### src/ttt_pkg.sv
// Shared constants, widths and tables for the two-angle triangulation tracker.
// No dependencies; the RTL files and the checker refer to this package by scoped names.
package ttt_pkg;

    localparam int CORDIC_STEPS = 24;
    localparam int FRAC_BITS    = 8;

    // CORDIC datapath widths
    localparam int CW    = 38;
    localparam int ZW    = 34;
    localparam int CNT_W = $clog2(CORDIC_STEPS);

    // Divider widths (dividend, divisor)
    localparam int DIV_NW  = 66;
    localparam int DIV_DW  = 34;
    localparam int DIV_CW  = $clog2(DIV_NW);

    // Multiplier widths
    localparam int MUL_AW = 64;
    localparam int MUL_BW = 32;
    localparam int MUL_PW = MUL_AW + MUL_BW;

    // Square root widths
    localparam int SQ_W  = 64;
    localparam int SQ_KW = 5;

    localparam logic [14:0] ANGLE_MAX    = 15'd23039;
    localparam logic [22:0] DEG_TO_RAD_Q = 23'd4685083;
    localparam logic [31:0] RAD_TO_DEG_Q = 32'd15019745;
    localparam logic [15:0] HEADING_MAX  = 16'd23040;
    localparam logic [23:0] BASE_RESET   = 24'd128000;

    // atan(2^-i) in Q30 radians
    function automatic logic [ZW-1:0] atan_step(input logic [5:0] i);
        logic [ZW-1:0] v;
        v = '0;
        unique case (i)
            6'd0: v = ZW'(843314857);
            6'd1: v = ZW'(497837829);
            6'd2: v = ZW'(263043837);
            6'd3: v = ZW'(133525159);
            6'd4: v = ZW'(67021687);
            6'd5: v = ZW'(33543516);
            6'd6: v = ZW'(16775851);
            6'd7: v = ZW'(8388437);
            6'd8: v = ZW'(4194283);
            6'd9: v = ZW'(2097149);
            default:
            begin
                if (i <= 6'd30)
                    v = ZW'(1) << (6'd30 - i);
            end
        endcase
        return v;
    endfunction

endpackage

### src/ttt_cordic.sv
// Iterative CORDIC, rotation or vectoring mode, one micro-rotation a cycle.
// Depends on ttt_pkg.
module ttt_cordic
(
    input  logic                             clk,
    input  logic                             rst_n,
    input  logic                             start,
    input  logic                             vect,
    input  logic signed [ttt_pkg::CW-1:0]    x_in,
    input  logic signed [ttt_pkg::CW-1:0]    y_in,
    input  logic signed [ttt_pkg::ZW-1:0]    z_in,
    output logic                             done,
    output logic signed [ttt_pkg::CW-1:0]    x_out,
    output logic signed [ttt_pkg::CW-1:0]    y_out,
    output logic signed [ttt_pkg::ZW-1:0]    z_out
);

    logic                            busy_reg;
    logic                            done_reg;
    logic                            vect_reg;
    logic [ttt_pkg::CNT_W-1:0]       cnt_reg;
    logic signed [ttt_pkg::CW-1:0]   x_reg;
    logic signed [ttt_pkg::CW-1:0]   y_reg;
    logic signed [ttt_pkg::ZW-1:0]   z_reg;

    logic signed [ttt_pkg::CW-1:0]   xs;
    logic signed [ttt_pkg::CW-1:0]   ys;
    logic signed [ttt_pkg::ZW-1:0]   ang;
    logic                            d_pos;

    always_comb
    begin
        xs    = x_reg >>> cnt_reg;
        ys    = y_reg >>> cnt_reg;
        ang   = signed'(ttt_pkg::atan_step(6'(cnt_reg)));
        // vectoring drives y to zero, rotation drives z to zero
        d_pos = vect_reg ? (y_reg[ttt_pkg::CW-1] || (y_reg == '0))
                         : !z_reg[ttt_pkg::ZW-1];
    end

    always_ff @(posedge clk or negedge rst_n)
    begin
        if (!rst_n)
        begin
            busy_reg <= 1'b0;
            done_reg <= 1'b0;
            cnt_reg  <= '0;
        end
        else
        begin
            done_reg <= 1'b0;
            if (start)
            begin
                busy_reg <= 1'b1;
                cnt_reg  <= '0;
            end
            else if (busy_reg)
            begin
                if (cnt_reg == ttt_pkg::CNT_W'(ttt_pkg::CORDIC_STEPS - 1))
                begin
                    busy_reg <= 1'b0;
                    done_reg <= 1'b1;
                end
                cnt_reg <= cnt_reg + 1'b1;
            end
        end
    end

    always_ff @(posedge clk)
    begin
        if (start)
        begin
            vect_reg <= vect;
            x_reg    <= x_in;
            y_reg    <= y_in;
            z_reg    <= z_in;
        end
        else if (busy_reg)
        begin
            if (d_pos)
            begin
                x_reg <= x_reg - ys;
                y_reg <= y_reg + xs;
                z_reg <= z_reg - ang;
            end
            else
            begin
                x_reg <= x_reg + ys;
                y_reg <= y_reg - xs;
                z_reg <= z_reg + ang;
            end
        end
    end

    assign done  = done_reg;
    assign x_out = x_reg;
    assign y_out = y_reg;
    assign z_out = z_reg;

endmodule

### config.mk
export PLATFORM = sky130hd
export DESIGN_NAME = ttt_cordic
export DESIGN_NICKNAME = d
export VERILOG_FILES = /design/src/ttt_pkg.sv /design/src/ttt_cordic.sv
export SDC_FILE = /design/constraint.sdc
export NUM_CORES = 1
export LEC_CHECK = 0
export ABC_AREA = 1
export BUFFER_PORTS_ARGS = -buffer_cell sky130_fd_sc_hd__buf_2
export CORE_MARGIN = 5
export CORE_UTILIZATION = 30
export CTS_CLUSTER_SIZE = 25
export DETAILED_ROUTE_END_ITERATION = 10
export PLACE_DENSITY_LB_ADDON = 0.1
export SLEW_MARGIN = 20
export SYNTH_ARGS = -nofsm -noshare
export SYNTH_HDL_FRONTEND = slang
export SYNTH_SLANG_ARGS = --single-unit
### constraint.sdc
create_clock -name clk -period 10.19 [get_ports clk]
set_input_delay 0.5095 -clock clk [delete_from_list [all_inputs] [get_ports clk]]
set_output_delay 0.5095 -clock clk [all_outputs]
set_load 0.02 [all_outputs]
==> summary.md <==
| Metric | Value |
|---|---|
| Layout area overhead | 12.4% |
| Crit. End Element | register |
| Die area | 69700 sq um |
| Reg2reg setup slack | 3.73 ns |
| RSZ-0062 raised after global routing | no |
| Residual DRC | 0 |
| Final cell count without fillers | 4311 |
| Worst-margin pin slew | 0.971 ns |
| Setup ws final | 3.73 ns |
| Placed Cells | 4278 |
| Buf+Inv Stages, Crit Path | 7 |
| # IOs | 225 |
| CTS max path bufs | 2 |
| # port buffers | 224 |
| R2R cell count | 28 |
| Routed WL per cell | 19.5 microns |
| Critical path's slowest cell | buf_4 |
| Required @ worst endpoint | 10.44 ns |
| Worst-skew pair later-pin latency | 0.49 ns |
| Setup WS pre-CTS | 3.72 ns |
| Die width | 264 microns |
| Most used cell, CP | inv_1 |
| CTS resizes | 0 |
| Starting Density | 0.301 |
| Mapped Area | 19400 sq um |
| Yosys warns | 0 |
| H-tree levels | 4 |
| Hold/Removal Path Class | in2reg |
| Gr ovfl total | 0 |
| Worst Clk Skew | 0.0154 ns |
| Num rows | 93 |
| Net Count, Synth | 3538 |
| Drt first pass iters | 5 |
| Reported max-cap violation count | 0 |
| Reg clk slew, reported paths | 0.07 ns |
| Vias post-DR | 22300 |
| Yosys cell types | 54 |
| Vias per cell | 5.18 |
| Final GP Congestion | 0.936 |
| Synth top area share | 0.206 |
| Critical Path Start Type | register |
| Seq/Total Area, Yosys | 0.181 |
| Syn Area/Cell | 5.86 sq um |
| RR Startpoint | cnt_reg[0] |
| Hold endpoint | vect_reg |
| Postcts setup bufs | 0 |
| Largest net degree at the start of global routing | 83 |
| Slew headroom | 0.353 |
| Final hold violation count | 0 |
| First-pass GRT wire length | 127000 microns |
| CP max FO | 80 |
| Crit path DAT | 6.71 ns |
| Crit path kind | reg2reg |
| Clock sink count | 118 |
| GRT Util Overall | 0.231 |
| N_diodes | 0 |
| CTS tree | done |
| Yosys top cell by area | nand2_1 |
| Vias in the first global route | 21600 |
| Post-Synthesis Cells | 3305 |
| Reg2reg end | z_out[20] |
| Num CTS Buffers | 17 |
| Initial antenna violation count | 0 |
| Most common cell in the synthesized netlist | nand2_1 |
| Root Buffer | clkbuf_16 |
| Nets | 3676 |
| Fin crit share | 0.634 |
| Final critical-path required period | 6.46 ns |
| Final setup fails | 0 |
| Worst path max stage delay | 0.65 ns |
| # fillers | 7467 |
| Number of synthesized flops with an enable pin | 111 |
| Ys flop type | edfxtp_1 |
| Worst hold path startpoint | vect |
| Setup TNS | 0 ns |
| Core Region | 64200 sq um |
| Max Fclk | 155 MHz |
| 1st-iter DRT viols | 2102 |
| CP top delay family | simple AND/OR/NAND/NOR gates |
| Commonest cells in the netlist | 1063 x nand2_1, 526 x nand3_1, 313 x nor2_1, 257 x inv_1, 150 x a21oi_1 |
| Layout cells sized above 1 | 0.115 |
| Antenna viol nets, final | 0 |
| Dpl hpwl | 68300 microns |
| Total Routed Length | 84100 microns |
| Status | finished clean |
| Top cells by area, synth | nand2_1 21%, edfxtp_1 17%, nand3_1 14% |
| Hold path depth | 1 |
| Die span in y | 264 microns |
| Max Slew Vio Count | 0 |
| Seq cells post-synth | 118 |
| Post-synth ARST share | 0.0593 |
-- stage by stage --
step	hold slack, ns	utilization	instance area (sq um)
final	0.206	0.339	21800
after global routing	0.183	0.339	21800
after CTS	0.172	0.339	21800
after detailed placement	0.360	0.329	21100
after global placement	0.360	0.329	21100
after floorplan	0.214	-	19400
-- worst max path at each step --
stage | cells past startpoint | start | slack, ns | to
2_1_floorplan | 27 | cnt_reg[0] | 5.54 | z_out[24]
3_3_place_gp | 30 | cnt_reg[0] | 3.71 | z_out[25]
3_5_place_dp | 30 | cnt_reg[0] | 3.72 | z_out[25]
4_1_cts | 30 | cnt_reg[0] | 3.71 | z_out[25]
5_1_grt | 30 | cnt_reg[0] | 3.14 | z_out[25]
6_report | 28 | cnt_reg[0] | 3.73 | z_out[20]
-- layout by cell type (no fill, tap or decap), types with 4 or more instances in the layout --
cell type and n:
o22ai_1 4, nand2_1 1063, a21boi_0 12, nand4_1 31
o221ai_1 7, nor3_1 29, inv_1 254, a31oi_1 46
buf_2 223, or2_2 56, nor4_1 14, a21o_1 16
o21ai_1 23, o31ai_1 10, inv_2 15, nor2_2 18
nor2_1 313, nand3_1 526, dfrtp_2 5, xor2_1 94
o21bai_1 9, nand3_2 4, o21ai_0 148, xnor2_1 36
o21ai_2 4, o211ai_1 15, clkbuf_16 17, o21a_1 5
bufinv_16 4, ha_1 116, a221oi_1 4, edfxtp_1 111
a21oi_1 150, nor2_4 5, nand2_2 10, buf_4 15
-- logic make-up (layout without fill, tap and decap cells) --
kind of cell,Yosys count,after routing,synth area share
flip-flops,118,118,0.181
multiplexers,3,3,0.00155
AO/OA/AOI/OAI,460,460,0.135
AND/OR/NAND/NOR,2081,2081,0.463
adder cells (fa/ha/maj),119,119,0.0781
XOR/XNOR,130,130,0.0588
buffers and inverters,394,545,0.0814
-- what timing repair did --
item	CTS	global route
hold buffers	1	0
endpoints found under the hold margin	7	0
setup endpoints to repair	0	0
-- per-layer routing --
metal	GRT usage	vias to the layer above	wire length, microns
li1	-	11400	-
met1	0.303	10200	37200
met2	0.395	604	40500
met3	0.0310	110	3850
met4	0.0720	0	2490
met5	0	-	0
-- final cells by class --
cell class                      instances  area (sq um)  share of cell area
Clock buffer                           19           433              0.0199
Clock inverter                         13           179             0.00822
Inverter                              273          1030              0.0474
Multi-Input combinational cell       2793         14300               0.656
Sequential cell                       118          3510               0.162
Tap cell                              855          1070              0.0492
Timing Repair Buffer                  240          1250              0.0574
Power is not shown: default switching activity piles up to over one toggle a cycle in this logic, so the estimate is an artifact.
