### src/ttt_pkg.sv
// Shared constants, widths and tables for the two-angle triangulation tracker.
// No dependencies; the RTL files and the checker refer to this package by scoped names.
package ttt_pkg;

    localparam int CORDIC_STEPS = 24;
    localparam int FRAC_BITS    = 8;

    // CORDIC datapath widths
    localparam int CW    = 38;
    localparam int ZW    = 34;
    localparam int CNT_W = $clog2(CORDIC_STEPS);

    // Divider widths (dividend, divisor)
    localparam int DIV_NW  = 66;
    localparam int DIV_DW  = 34;
    localparam int DIV_CW  = $clog2(DIV_NW);

    // Multiplier widths
    localparam int MUL_AW = 64;
    localparam int MUL_BW = 32;
    localparam int MUL_PW = MUL_AW + MUL_BW;

    // Square root widths
    localparam int SQ_W  = 64;
    localparam int SQ_KW = 5;

    localparam logic [14:0] ANGLE_MAX    = 15'd23039;
    localparam logic [22:0] DEG_TO_RAD_Q = 23'd4685083;
    localparam logic [31:0] RAD_TO_DEG_Q = 32'd15019745;
    localparam logic [15:0] HEADING_MAX  = 16'd23040;
    localparam logic [23:0] BASE_RESET   = 24'd128000;

    // atan(2^-i) in Q30 radians
    function automatic logic [ZW-1:0] atan_step(input logic [5:0] i);
        logic [ZW-1:0] v;
        v = '0;
        unique case (i)
            6'd0: v = ZW'(843314857);
            6'd1: v = ZW'(497837829);
            6'd2: v = ZW'(263043837);
            6'd3: v = ZW'(133525159);
            6'd4: v = ZW'(67021687);
            6'd5: v = ZW'(33543516);
            6'd6: v = ZW'(16775851);
            6'd7: v = ZW'(8388437);
            6'd8: v = ZW'(4194283);
            6'd9: v = ZW'(2097149);
            default:
            begin
                if (i <= 6'd30)
                    v = ZW'(1) << (6'd30 - i);
            end
        endcase
        return v;
    endfunction

endpackage

### src/ttt_div.sv
// Restoring bit-serial unsigned divider, one quotient bit a cycle.
// Depends on ttt_pkg.
module ttt_div
(
    input  logic                          clk,
    input  logic                          rst_n,
    input  logic                          start,
    input  logic [ttt_pkg::DIV_NW-1:0]    dividend,
    input  logic [ttt_pkg::DIV_DW-1:0]    divisor,
    output logic                          done,
    output logic [ttt_pkg::DIV_NW-1:0]    quo,
    output logic [ttt_pkg::DIV_DW-1:0]    rem
);

    logic                           busy_reg;
    logic                           done_reg;
    logic [ttt_pkg::DIV_CW-1:0]     cnt_reg;
    logic [ttt_pkg::DIV_NW-1:0]     n_reg;
    logic [ttt_pkg::DIV_DW-1:0]     r_reg;
    logic [ttt_pkg::DIV_DW-1:0]     d_reg;

    logic [ttt_pkg::DIV_DW:0]       trial;
    logic [ttt_pkg::DIV_DW:0]       diff;
    logic                           ge;

    always_comb
    begin
        trial = {r_reg, n_reg[ttt_pkg::DIV_NW-1]};
        diff  = trial - {1'b0, d_reg};
        ge    = trial >= {1'b0, d_reg};
    end

    always_ff @(posedge clk or negedge rst_n)
    begin
        if (!rst_n)
        begin
            busy_reg <= 1'b0;
            done_reg <= 1'b0;
            cnt_reg  <= '0;
        end
        else
        begin
            done_reg <= 1'b0;
            if (start)
            begin
                busy_reg <= 1'b1;
                cnt_reg  <= '0;
            end
            else if (busy_reg)
            begin
                if (cnt_reg == ttt_pkg::DIV_CW'(ttt_pkg::DIV_NW - 1))
                begin
                    busy_reg <= 1'b0;
                    done_reg <= 1'b1;
                end
                cnt_reg <= cnt_reg + 1'b1;
            end
        end
    end

    always_ff @(posedge clk)
    begin
        if (start)
        begin
            n_reg <= dividend;
            r_reg <= '0;
            d_reg <= divisor;
        end
        else if (busy_reg)
        begin
            n_reg <= {n_reg[ttt_pkg::DIV_NW-2:0], ge};
            r_reg <= ge ? diff[ttt_pkg::DIV_DW-1:0] : trial[ttt_pkg::DIV_DW-1:0];
        end
    end

    assign done = done_reg;
    assign quo  = n_reg;
    assign rem  = r_reg;

endmodule

### config.mk
export PLATFORM = sky130hd
export DESIGN_NAME = ttt_div
export DESIGN_NICKNAME = d
export VERILOG_FILES = /design/src/ttt_pkg.sv /design/src/ttt_div.sv
export SDC_FILE = /design/constraint.sdc
export NUM_CORES = 1
export LEC_CHECK = 0
export ABC_AREA = 1
export ABC_CLOCK_PERIOD_IN_PS = 4800
export BUFFER_PORTS_ARGS = -buffer_cell sky130_fd_sc_hd__buf_2
export CAP_MARGIN = 20
export CORE_ASPECT_RATIO = 1.4
export CORE_MARGIN = 5
export CORE_UTILIZATION = 45
export DETAILED_ROUTE_END_ITERATION = 7
export GPL_TIMING_DRIVEN = 0
export PLACE_DENSITY = 0.69
export SYNTH_ARGS = -nofsm -noshare
export SYNTH_HDL_FRONTEND = slang
export SYNTH_SLANG_ARGS = --single-unit
### constraint.sdc
create_clock -name clk -period 4.8 [get_ports clk]
set_input_delay 0.48 -clock clk [delete_from_list [all_inputs] [get_ports clk]]
set_output_delay 0.48 -clock clk [all_outputs]
set_load 0.1 [all_outputs]
==> impl_metrics.yaml <==
route:
  wl_per_cell_um: 15.70
  vias_per_cell: 4.848
  totalWireLength_um: 25560
  antenna_violating_nets_post_route: 0
  route.detailed.drc: 0
  drt_pre_antenna_iters: 5
  first_iter_violations: 392
  vias: 7892
yosys:
  synth_top_area_cell: "sky130_fd_sc_hd__edfxtp_1"
  ys_dominant_reg_cell: "sky130_fd_sc_hd__edfxtp_1"
  synth.cell_area_um2: 8617
  synthesis.area_per_instance_um2: 7.539
  mappedNetlistNets: 1283
  seq_area_frac_synth: 0.4536
  synth_cell_types: 42
  synth_commonest_cells: "sky130_fd_sc_hd__nand2_1 (479), sky130_fd_sc_hd__inv_1 (167), sky130_fd_sc_hd__edfxtp_1 (100)"
  synth_top_cells_by_area: "sky130_fd_sc_hd__edfxtp_1 (35%), sky130_fd_sc_hd__nand2_1 (21%), sky130_fd_sc_hd__dfxtp_1 (7.9%)"
  postSynthRegisterBits: 143
  syn-instance-count: 1143
  yosysMostFrequentCell: "sky130_fd_sc_hd__nand2_1"
  synth.yosys.warnings: 0
  synth-edff-count: 100
  netlist.area_leader.share: 0.3485
  asyncSetResetFlopFracSynth: 0.06294
critical_path:
  critPathKind: "reg2reg"
  worst-endpoint-arrival_ns: 2.74
  worst-path-max-fanout: 4
  setup_crit_start_kind: "register"
  worst_setup_path_end_kind: "register"
  critical_path_required_ns: 5.12
clocking:
  cts_inserted_buffers: 17
  insertion_delay_ns: 0.43
  clock_sink_count: 143
  cts.htree.levels: 4
  cts_hold_repair.buffers: 1
  clk_pin_slew_ns: 0.07
  cts_tree: "done"
  cts_resized: 0
  ctsRootBufferMaster: "sky130_fd_sc_hd__clkbuf_16"
  post-cts-setup-buffer-count: 0
  clock_tree.buffer_depth: 2
pwr:
  power-per-cell-area_nw_per_um2: 588.8
  report.power.total_uw: 6245
  irDropWorstVdd_uv: 271.6
  power.static_leakage_uw: 0.005674
layout:
  finish.utilization: 0.5562
  final_design_area_no_fill_um2: 10610
  synthToLayoutAreaGrowth_pct: 23.09
  final_layout_size_suffix_gt1_frac: 0.2101
  layout.area.seq_um2: 3909
  multiInputGateArea_um2: 3886
  antennaDiodeCount: 0
  largest_reg_flops: 66
  layout.filler_cells: 1906
  num-nets-final: 1507
timing:
  fin_tns_setup_ns: 0
  post-route-worst-setup-slack_ns: 2.383
  max-slew-margin-rel: 0.3492
  timing.fmax_mhz: 413.7
  final-setup-viol-count: 0
  post-route-min-period_ns: 2.417
  clock_skews_ns: 0.009695
  finalHoldViolations: 0
  timing_max_transition_violations_final: 0
  max_slew.worst_pin.slew_ns: 0.9762
  rsz0062_at_grt: "no"
  timing.final.crit_share: 0.5036
global_routing:
  maximum_number_of_pins_on_one_net_before_global_route_repair: 68
  via_count_of_the_first_global_routing_pass: 8162
  number_of_antenna_violations_at_the_first_check_in_global_routing: 2
  groute.usage.overall: 0.2371
  grt_overflow_total: 0
  grt_first_pass_wirelength_um: 41190
place:
  port-buffer-count: 203
  place_congestion: 0.9444
  dp_slack_ns: 2.099
  detailedPlacementHpwl_um: 20260
  placement.cell_area_um2: 9975
floorplanning:
  die_area_um2: 22060
  placement_rows: 60
  die_w_um: 127.0
  die_h_um: 173.7
  floorplan.initialDensity: 0.4519
  design.core.area_um2: 19070
  io-pin-count: 204
worst_hold_path:
  timing.hold.worst.class: "in2reg"
run_status:
  run_status: "complete, no violations"
flow_run:
  max_cap_viol_count: 0
through the flow:
step / std cells / hold slack, ns
2_1_floorplan: 1143 / 0.1844
3_3_place_gp: 1594 / 0.3418
3_5_place_dp: 1595 / 0.3445
4_1_cts: 1628 / 0.2061
5_1_grt: 1628 / 0.2049
6_report: 1628 / 0.2189
metal layers:
metal	routed length, um	GRT usage	vias up
li1	-	-	4047
met1	9857	0.2550	3565
met2	13120	0.4342	229
met3	1688	0.06658	47
met4	869	0.09123	4
met5	25	0	-
logic make-up (layout without fill, tap and decap cells):
logic type,Yosys count,count (layout),share of synthesized area
flip-flops,143,143,0.4536
adder cells (fa/ha/maj),37,37,0.05460
XOR/XNOR,18,18,0.01830
AO/OA/AOI/OAI,61,61,0.03877
AND/OR/NAND/NOR,679,679,0.3393
buffers and inverters,205,442,0.09540
report_power, final:
part | internal [uW] | switching (uW) | leakage (uW)
Clock | 795 | 611 | 0.000304
Sequential | 1520 | 138 | 0.00146
Combinational | 808 | 2370 | 0.00391
Total | 3120 | 3120 | 0.00567
path summary, 6_finish.rpt:
check                      startpoint         end  slack, ns  cells past startpoint
setup reg to reg             d_reg[0]     rem[28]       2.38                     14
hold reg to reg               rem[31]     rem[31]       0.48                      2
min in group asynchronous       rst_n    busy_reg       0.45                      2
max in group asynchronous       rst_n  cnt_reg[1]       4.16                      2
setup / recovery             d_reg[0]     rem[28]       2.38                     14
hold / removal             divisor[8]    d_reg[8]       0.22                      1
layout by cell type (no fill, tap or decap), types with 9 or more instances in the layout:
cell                        instances
sky130_fd_sc_hd__dfxtp_1           34
sky130_fd_sc_hd__o21ai_1           13
sky130_fd_sc_hd__nand3b_1          15
sky130_fd_sc_hd__edfxtp_1         100
sky130_fd_sc_hd__clkbuf_16         17
sky130_fd_sc_hd__ha_1              36
sky130_fd_sc_hd__nand3_2           15
sky130_fd_sc_hd__inv_1            167
sky130_fd_sc_hd__nand3_1           88
sky130_fd_sc_hd__dfrtp_1            9
sky130_fd_sc_hd__nor2_1            51
sky130_fd_sc_hd__buf_2            208
sky130_fd_sc_hd__o21ai_0           13
sky130_fd_sc_hd__clkbuf_1          16
sky130_fd_sc_hd__a21oi_1           26
sky130_fd_sc_hd__nand2_1          479
sky130_fd_sc_hd__xnor2_1           17
final cells by class:
class,count,share of cell area
plain buffers,30,0.01593
clock buffers,17,0.04011
clock inverters,15,0.01852
inverters,175,0.06193
multi-input cells,795,0.3664
flip-flops and latches,143,0.3685
well taps,248,0.02926
repair buffers,205,0.09933
worst max-delay path, cell delays in order, from the launching register on:
cell and delay [ns]:
sky130_fd_sc_hd__edfxtp_1 0.41, sky130_fd_sc_hd__ha_1 0.23, sky130_fd_sc_hd__fa_1 0.42, sky130_fd_sc_hd__inv_1 0.09, sky130_fd_sc_hd__nand3_1 0.06, sky130_fd_sc_hd__nand3_1 0.19
sky130_fd_sc_hd__nand2_1 0.08, sky130_fd_sc_hd__nand2_1 0.15, sky130_fd_sc_hd__nand2_1 0.08, sky130_fd_sc_hd__nand2_1 0.14, sky130_fd_sc_hd__nand2_1 0.16, sky130_fd_sc_hd__nand3_1 0.12
sky130_fd_sc_hd__nand3_2 0.07, sky130_fd_sc_hd__nand3_1 0.07, sky130_fd_sc_hd__nand2_1 0.05
Power figures use the tool's default switching activity.
