`src/ttt_pkg.sv`:
```
// Shared constants, widths and tables for the two-angle triangulation tracker.
// No dependencies; the RTL files and the checker refer to this package by scoped names.
package ttt_pkg;

    localparam int CORDIC_STEPS = 24;
    localparam int FRAC_BITS    = 8;

    // CORDIC datapath widths
    localparam int CW    = 38;
    localparam int ZW    = 34;
    localparam int CNT_W = $clog2(CORDIC_STEPS);

    // Divider widths (dividend, divisor)
    localparam int DIV_NW  = 66;
    localparam int DIV_DW  = 34;
    localparam int DIV_CW  = $clog2(DIV_NW);

    // Multiplier widths
    localparam int MUL_AW = 64;
    localparam int MUL_BW = 32;
    localparam int MUL_PW = MUL_AW + MUL_BW;

    // Square root widths
    localparam int SQ_W  = 64;
    localparam int SQ_KW = 5;

    localparam logic [14:0] ANGLE_MAX    = 15'd23039;
    localparam logic [22:0] DEG_TO_RAD_Q = 23'd4685083;
    localparam logic [31:0] RAD_TO_DEG_Q = 32'd15019745;
    localparam logic [15:0] HEADING_MAX  = 16'd23040;
    localparam logic [23:0] BASE_RESET   = 24'd128000;

    // atan(2^-i) in Q30 radians
    function automatic logic [ZW-1:0] atan_step(input logic [5:0] i);
        logic [ZW-1:0] v;
        v = '0;
        unique case (i)
            6'd0: v = ZW'(843314857);
            6'd1: v = ZW'(497837829);
            6'd2: v = ZW'(263043837);
            6'd3: v = ZW'(133525159);
            6'd4: v = ZW'(67021687);
            6'd5: v = ZW'(33543516);
            6'd6: v = ZW'(16775851);
            6'd7: v = ZW'(8388437);
            6'd8: v = ZW'(4194283);
            6'd9: v = ZW'(2097149);
            default:
            begin
                if (i <= 6'd30)
                    v = ZW'(1) << (6'd30 - i);
            end
        endcase
        return v;
    endfunction

endpackage

```
`src/ttt_sqrt.sv`:
```
// Bit-pair integer square root of a 64-bit value, one result bit a cycle.
// Depends on ttt_pkg.
module ttt_sqrt
(
    input  logic                        clk,
    input  logic                        rst_n,
    input  logic                        start,
    input  logic [ttt_pkg::SQ_W-1:0]    v,
    output logic                        done,
    output logic [ttt_pkg::SQ_W/2-1:0]  root
);

    logic                         busy_reg;
    logic                         done_reg;
    logic [ttt_pkg::SQ_KW-1:0]    k_reg;
    logic [ttt_pkg::SQ_W-1:0]     v_reg;
    logic [ttt_pkg::SQ_W-1:0]     res_reg;

    logic [ttt_pkg::SQ_W-1:0]     bitv;
    logic [ttt_pkg::SQ_W-1:0]     sum;

    always_comb
    begin
        bitv = ttt_pkg::SQ_W'(1) << {k_reg, 1'b0};
        sum  = res_reg + bitv;
    end

    always_ff @(posedge clk or negedge rst_n)
    begin
        if (!rst_n)
        begin
            busy_reg <= 1'b0;
            done_reg <= 1'b0;
            k_reg    <= '0;
        end
        else
        begin
            done_reg <= 1'b0;
            if (start)
            begin
                busy_reg <= 1'b1;
                k_reg    <= '1;
            end
            else if (busy_reg)
            begin
                if (k_reg == '0)
                begin
                    busy_reg <= 1'b0;
                    done_reg <= 1'b1;
                end
                k_reg <= k_reg - 1'b1;
            end
        end
    end

    always_ff @(posedge clk)
    begin
        if (start)
        begin
            v_reg   <= v;
            res_reg <= '0;
        end
        else if (busy_reg)
        begin
            if (v_reg >= sum)
            begin
                v_reg   <= v_reg - sum;
                res_reg <= (res_reg >> 1) + bitv;
            end
            else
            begin
                res_reg <= res_reg >> 1;
            end
        end
    end

    assign done = done_reg;
    assign root = res_reg[ttt_pkg::SQ_W/2-1:0];

endmodule

```
`config.mk`:
```
export PLATFORM = sky130hd
export DESIGN_NAME = ttt_sqrt
export DESIGN_NICKNAME = d
export VERILOG_FILES = /design/src/ttt_pkg.sv /design/src/ttt_sqrt.sv
export SDC_FILE = /design/constraint.sdc
export NUM_CORES = 1
export LEC_CHECK = 0
export BUFFER_PORTS_ARGS = -buffer_cell sky130_fd_sc_hd__buf_2
export CORE_UTILIZATION = 40
export CTS_CLUSTER_DIAMETER = 120
export DETAILED_ROUTE_END_ITERATION = 6
export GPL_TIMING_DRIVEN = 0
export PLACE_DENSITY = 0.64
export SETUP_SLACK_MARGIN = 0.2
export SLEW_MARGIN = 20
export SYNTH_ARGS = -nofsm -noshare
export SYNTH_HDL_FRONTEND = slang
export SYNTH_SLANG_ARGS = --single-unit
export TNS_END_PERCENT = 20
```
`constraint.sdc`:
```
create_clock -name clk -period 8 [get_ports clk]
set_clock_uncertainty 0.05 [all_clocks]
set_input_delay 0.8 -clock clk [delete_from_list [all_inputs] [get_ports clk]]
set_output_delay 0.8 -clock clk [all_outputs]
set_load 0.05 [all_outputs]
```
==> results of run 1 <==
## cell usage in the layout, fill, tap and decap left out, types with 11 or more instances in the layout
master,count
a311oi_1,26
and3_1,28
nand2_1,238
a21boi_0,13
xnor2_1,74
a31oi_1,60
nor3_1,30
nor2b_1,14
a31o_2,13
buf_2,100
dfxtp_1,64
nand4_1,46
a21o_1,46
o21bai_1,36
and2_1,16
clkbuf_1,99
nand2b_1,16
xor2_1,76
nand3_1,29
mux2i_1,22
inv_1,40
o21ai_0,158
edfxtp_1,64
ha_1,133
o21ai_1,13
buf_4,33
o31ai_1,14
nor2_1,173
nor4_1,11
o21a_1,21
clkbuf_16,20
a211oi_1,30
or3_1,23
a21oi_1,124
## layer usage
metal | vias to the layer above | wire length [µm] | global-route usage, %
li1 | 7391 | - | -
met1 | 7384 | 25500 | 40.5
met2 | 617 | 24400 | 45.2
met3 | 84 | 4220 | 5.26
met4 | 0 | 1410 | 9.45
met5 | - | 0 | 0
## critical path: cells and delay by family, from the launching register on
family                   cells  cell delay (ns)
AO/OA/AOI/OAI               13             3.03
AND/OR/NAND/NOR              7             1.69
buffers and inverters        3             0.95
adder cells (fa/ha/maj)      3             0.90
flip-flops                   1             0.44
XOR/XNOR                     1             0.24
## synthesized netlist by cell type (all sizes together) (36+ instances only)
| cell type | count |
|---|---|
| o21bai | 36 |
| a21oi | 125 |
| dfxtp | 64 |
| nor2 | 175 |
| o21ai | 171 |
| ha | 133 |
| nand2 | 238 |
| clkbuf | 105 |
| buf | 37 |
| a31oi | 61 |
| xnor2 | 74 |
| inv | 40 |
| xor2 | 76 |
| a21o | 46 |
| nand4 | 46 |
| edfxtp | 64 |
## per-stage QoR
stage | util [%] | area (µm²)
floorplan | - | 14900
global placement | 43.5 | 15900
detailed placement | 43.6 | 16000
CTS | 45.4 | 16600
global route | 45.5 | 16700
finish | 45.5 | 16700
## kinds of logic (layout without fill, tap and decap cells)
logic type      count (synthesis)  count (layout)
simple gates                  668             669
compound gates                635             635
buf+inv                       182             314
xor+xnor                      150             150
fa+ha+maj                     138             138
flops                         135             135
mux                            31              31
## path summary, 6_finish.rpt
path | from | to | slack, ns
worst max-delay path | k_reg[0] | res_reg[23] | 0.58
worst min-delay path | rst_n | busy_reg | 0.11
worst max register to register | k_reg[0] | res_reg[23] | 0.58
worst min register to register | res_reg[0] | res_reg[0] | 0.48
max in group asynchronous | rst_n | k_reg[0] | 7.63
min in group clk | res_reg[0] | res_reg[0] | 0.48
## area by class of cell
class | instances | area (µm²)
flip-flops and latches | 135 | 3380
clock inverters | 9 | 73.8
repair buffers | 101 | 538
well taps | 468 | 586
clock buffers | 23 | 542
multi-input cells | 1623 | 10700
inverters | 40 | 150
fillers | 3784 | 19900
plain buffers | 141 | 667
## repair_timing
action	4_1_cts	5_1_grt
cloned	0	1
setup endpoints to repair	83	123
hold buffers	0	0
gates resized for setup	9	12
buffers inserted	0	2
pin swaps	0	1
## power breakdown
part	internal (W)	switching [W]
Clock	0.000482	0.000372
Sequential	0.00102	0.000133
Combinational	0.00119	0.00211
==> out/metrics.cfg, run 1 <==
[run_status]
outcome=complete, no violations

[yosys]
synth_top_area_share_pct=12.9
synth_edf_count=64
synth.avg_cell_area_um2=7.66
synth.cell_area_um2=14900
synth_cells=1939
synth_ff_type=edfxtp_1
synthAdderAreaFrac_pct=11.6
synth_top_family_by_area=compound AO/OA/AOI/OAI gates
ys_warn_count=0
muxShareOfSynthArea_pct=2.16
synth-simple-area-share_pct=21.3
syn_nets=2140
ys_async_sr_fraction_pct=5.19
ys_ff_latch=135
ys_types=81
synth_top_area_cell=edfxtp_1
synth-compound-area-share_pct=27.9
ys_seq_area_share_pct=22.7
synth_xor_area_share_pct=8.84
synth_area_leaders=edfxtp_1, ha_1, dfxtp_1, nand2_1, o21ai_0

[floorplan]
core_area_um2=36600
chipWidth_um=195
io_pins=100
die_h_um=195
initial_core_util_pct=40.6
die_area_um2=37900
num_rows=70

[sta]
fin_crit_sh_pct=92.8
hold_slack_ns=0.107
max_slew_margin_pct=23.2
tightest_slew_ns=1.15
fin_crit_ns=7.42
rsz0062_at_grt=no
tns_ns=0
fmax_ghz=0.135
final-max-slew-violation-count=0
setup_viol_count_final=0
setup_ws_ns=0.579
hold_viol=0

[critical_path]
reg2regPathDepth=27
path_class=reg -> reg
critPathArrivalTime_ns=7.74
crit_fanout=10
cp_slowest_cell=clkbuf_1
worstPathRequired_ns=8.32
startpoint_type=flip-flop
cpPeakStageDelay_ns=0.64
endpoint_kind=flip-flop

[cts]
clk_pin_slew_ns=0.07
htreeDepth=4
cts.path.max_buffers=2
clk_latency_ns=0.47
root_buffer=clkbuf_16
cts_tree=built
cts_buffers=17
cts_sinks=135

[placed_design]
place_inst=2506
hpwl_um=43100
dp_slack_ns=-0.474
place.gp.congestion=0.999
portBuffers=98

[finish]
nets=2260
layout-drive-gt1-share_pct=10.8
stdcell_count=2540
antennaDiodeCount=0
area_growth_pct=12.2

[global_route]
overflow=0
grt_pass1_wl_um=85000
antenna_found_initial=1
grt.total_usage_pct=29.1
grt_pass1_vias=14641
grt_max_degree=34

[route]
drt_wl_total_um=55500
drt_iter0_drc=1651
avgViaCountPerCell=6.09
vias=15476
wl_per_cell_um=21.9
drc=0
detail-route-antenna-nets=0
drt-pass1-iter-count=5

[pwr]
power.leakage_nw=6.65
total_power_w=0.00531
ir_drop_mv=0.166
power.density_nw_per_um2=318

[hold_path]
hold_class=in -> async

[run]
drv_cap=0

Power figures use the tool's default switching activity.
==> run 2, diff against run 1 <==
CELL_PAD_IN_SITES_DETAIL_PLACEMENT = 1   (was not set)
CELL_PAD_IN_SITES_GLOBAL_PLACEMENT = 1   (was not set)
PLACE_DENSITY = 0.79   (was 0.64)
==> run 2 against run 1 <==
Against the previous run: wire length grew 10%; sequential share of layout area shrank 0.050 points; via count is 2.7% higher; combinational power grew 4%; cell area grew 0.25%; final cell count up 0.16%; sequential cell count unchanged; critical path depth is the same; setup slack worse by 0.25 ns; power up 2.1%.
==> out/metrics.cfg, run 2 (synthesis gave the netlist of run 1 again) <==
[run_status]
outcome=complete, no violations

[global_route]
gr-usage-met1_pct=42.7
grt_pass1_vias=15894
grt_pass1_wl_um=92700
grt_util_met2_pct=51.5
antenna_found_initial=1
busiest_layer=met2
met3_usage_pct=5.85
grt.total_usage_pct=31.9
grt_max_degree=29
overflow=0

[floorplan]
io_pins=100
die_area_um2=37900
die_h_um=195
core_area_um2=36600
num_rows=70
chipWidth_um=195
initial_core_util_pct=40.6

[cts]
htreeDepth=4
cts_tree=built
cts_buffers=17
clk_pin_slew_ns=0.08
cts_sinks=135
root_buffer=clkbuf_16
cts.path.max_buffers=2
clk_latency_ns=0.47

[sta]
fin_crit_sh_pct=95.9
tightest_slew_ns=1.01
setup_viol_count_final=0
fin_crit_ns=7.67
fmax_ghz=0.130
hold_viol=0
final-max-slew-violation-count=0
rsz0062_at_grt=yes
max_slew_margin_pct=33.0

[placed_design]
hpwl_um=47200
place.gp.congestion=0.968
portBuffers=98
place_inst=2506

[route]
vias=15891
wl_per_cell_um=24.0
drc=0
detail-route-antenna-nets=0
drt_wl_total_um=61200
drt_iter0_drc=1293
drt-pass1-iter-count=6
avgViaCountPerCell=6.25

[run]
drv_cap=0

[pwr]
total_power_w=0.00542
power.density_nw_per_um2=324
ir_drop_mv=0.181
power.leakage_nw=6.69

[finish]
multiInputGateArea_um2=10800
fill_cells=4568
stdcell_count=2544
mostFrequentLayoutCell=nand2_1
seqCellArea_um2=3380
nets=2264
area_growth_pct=12.5
most-common-layout-cells=nand2_1, nor2_1, o21ai_0, ha_1, a21oi_1
layout-drive-gt1-share_pct=11.4
antennaDiodeCount=0

[hold_path]
hold_class=in -> async

[critical_path]
path_class=reg -> reg
startpoint_type=flip-flop
regToRegSetupSlack_ns=0.33
critPathArrivalTime_ns=7.82
startpoint=k_reg[0]
crit_fanout=7
endpoint_kind=flip-flop
r2r-start=k_reg[0]
worstPathRequired_ns=8.15

## run 2: cell count changes in the layout (fill, tap and decap cells not counted), moves of 2 or more
cell,previous run,this run
buf_4,33,38
a21oi_2,1,3
inv_4,1,3
clkbuf_2,3,7
inv_6,3,0
clkbuf_1,99,96
a21oi_1,124,122
## run 2: area by class of cell
type                    count  area share, %
clock buffers              24           3.20
well taps                 468           3.50
repair buffers            105           3.40
flip-flops and latches    135           20.2
inverters                  40          0.899
multi-input cells        1623           64.4
plain buffers             141           4.02
clock inverters             8          0.344
## run 2: stage by stage
| step | hold WS [ns] | utilization (%) | area [µm²] | setup WS [ns] | setup TNS [ns] |
|---|---|---|---|---|---|
| after floorplan | 0.429 | - | 14900 | 1.51 | 0 |
| after global placement | 0.453 | 43.5 | 15900 | -0.940 | -37.12 |
| after detailed placement | 0.490 | 43.6 | 16000 | -0.652 | -13.71 |
| after CTS | 0.0938 | 45.4 | 16600 | 0.175 | 0 |
| after global routing | 0.103 | 45.6 | 16700 | 0.132 | 0 |
| final | 0.0942 | 45.6 | 16700 | 0.328 | 0 |
## run 2: timing repair
| item | in CTS | in global routing |
|---|---|---|
| gates resized for setup | 9 | 25 |
| hold buffers | 0 | 0 |
| endpoints found under the setup margin | 128 | 130 |
| endpoints found under the hold margin | 0 | 0 |
| setup buffers | 1 | 5 |
| cloned | 1 | 0 |
| pin swaps | 0 | 2 |
## run 2: per-layer routing
layer / up-vias / wire [µm]
li1: 7393 / -
met1: 7815 / 27300
met2: 585 / 28200
met3: 98 / 4220
met4: 0 / 1510
met5: - / 0
## run 2: worst paths after layout
| check | end | cells past startpoint |
|---|---|---|
| worst min register to register | res_reg[0] | 2 |
| max in group asynchronous | busy_reg | 1 |
| min in group clk | res_reg[0] | 2 |
| worst max register to register | v_reg[60] | 27 |
| worst max-delay path | v_reg[60] | 27 |
| worst min-delay path | k_reg[1] | 1 |
## run 2: critical path, cell delays in order (launching register included)
cell and delay (ns):
dfrtp_1 0.46, inv_1 0.14, ha_1 0.20, nand2_1 0.25, nor2_1 0.28, ha_1 0.30, and4_1 0.23, a211o_1 0.39
a21oi_2 0.33, o21bai_1 0.14, a31oi_1 0.34, o21ai_0 0.20, a41oi_1 0.30, o21ai_0 0.11, nand2_1 0.10, xor2_1 0.31
ha_1 0.30, clkbuf_1 0.19, nand2_1 0.14, o21ai_1 0.13, nor3_1 0.27, nand4_1 0.34, a31oi_1 0.49, o211ai_1 0.18
a21boi_0 0.41, nand2_1 0.14, a2111oi_0 0.53, nor3_1 0.13
## run 2: power breakdown
part / leakage [nW] / switching [W] / internal (W)
Sequential: 1.26 / 0.000131 / 0.00102
Clock: 0.294 / 0.000364 / 0.000468
Combinational: 5.14 / 0.00223 / 0.00121
Total: 6.69 / 0.00272 / 0.00270
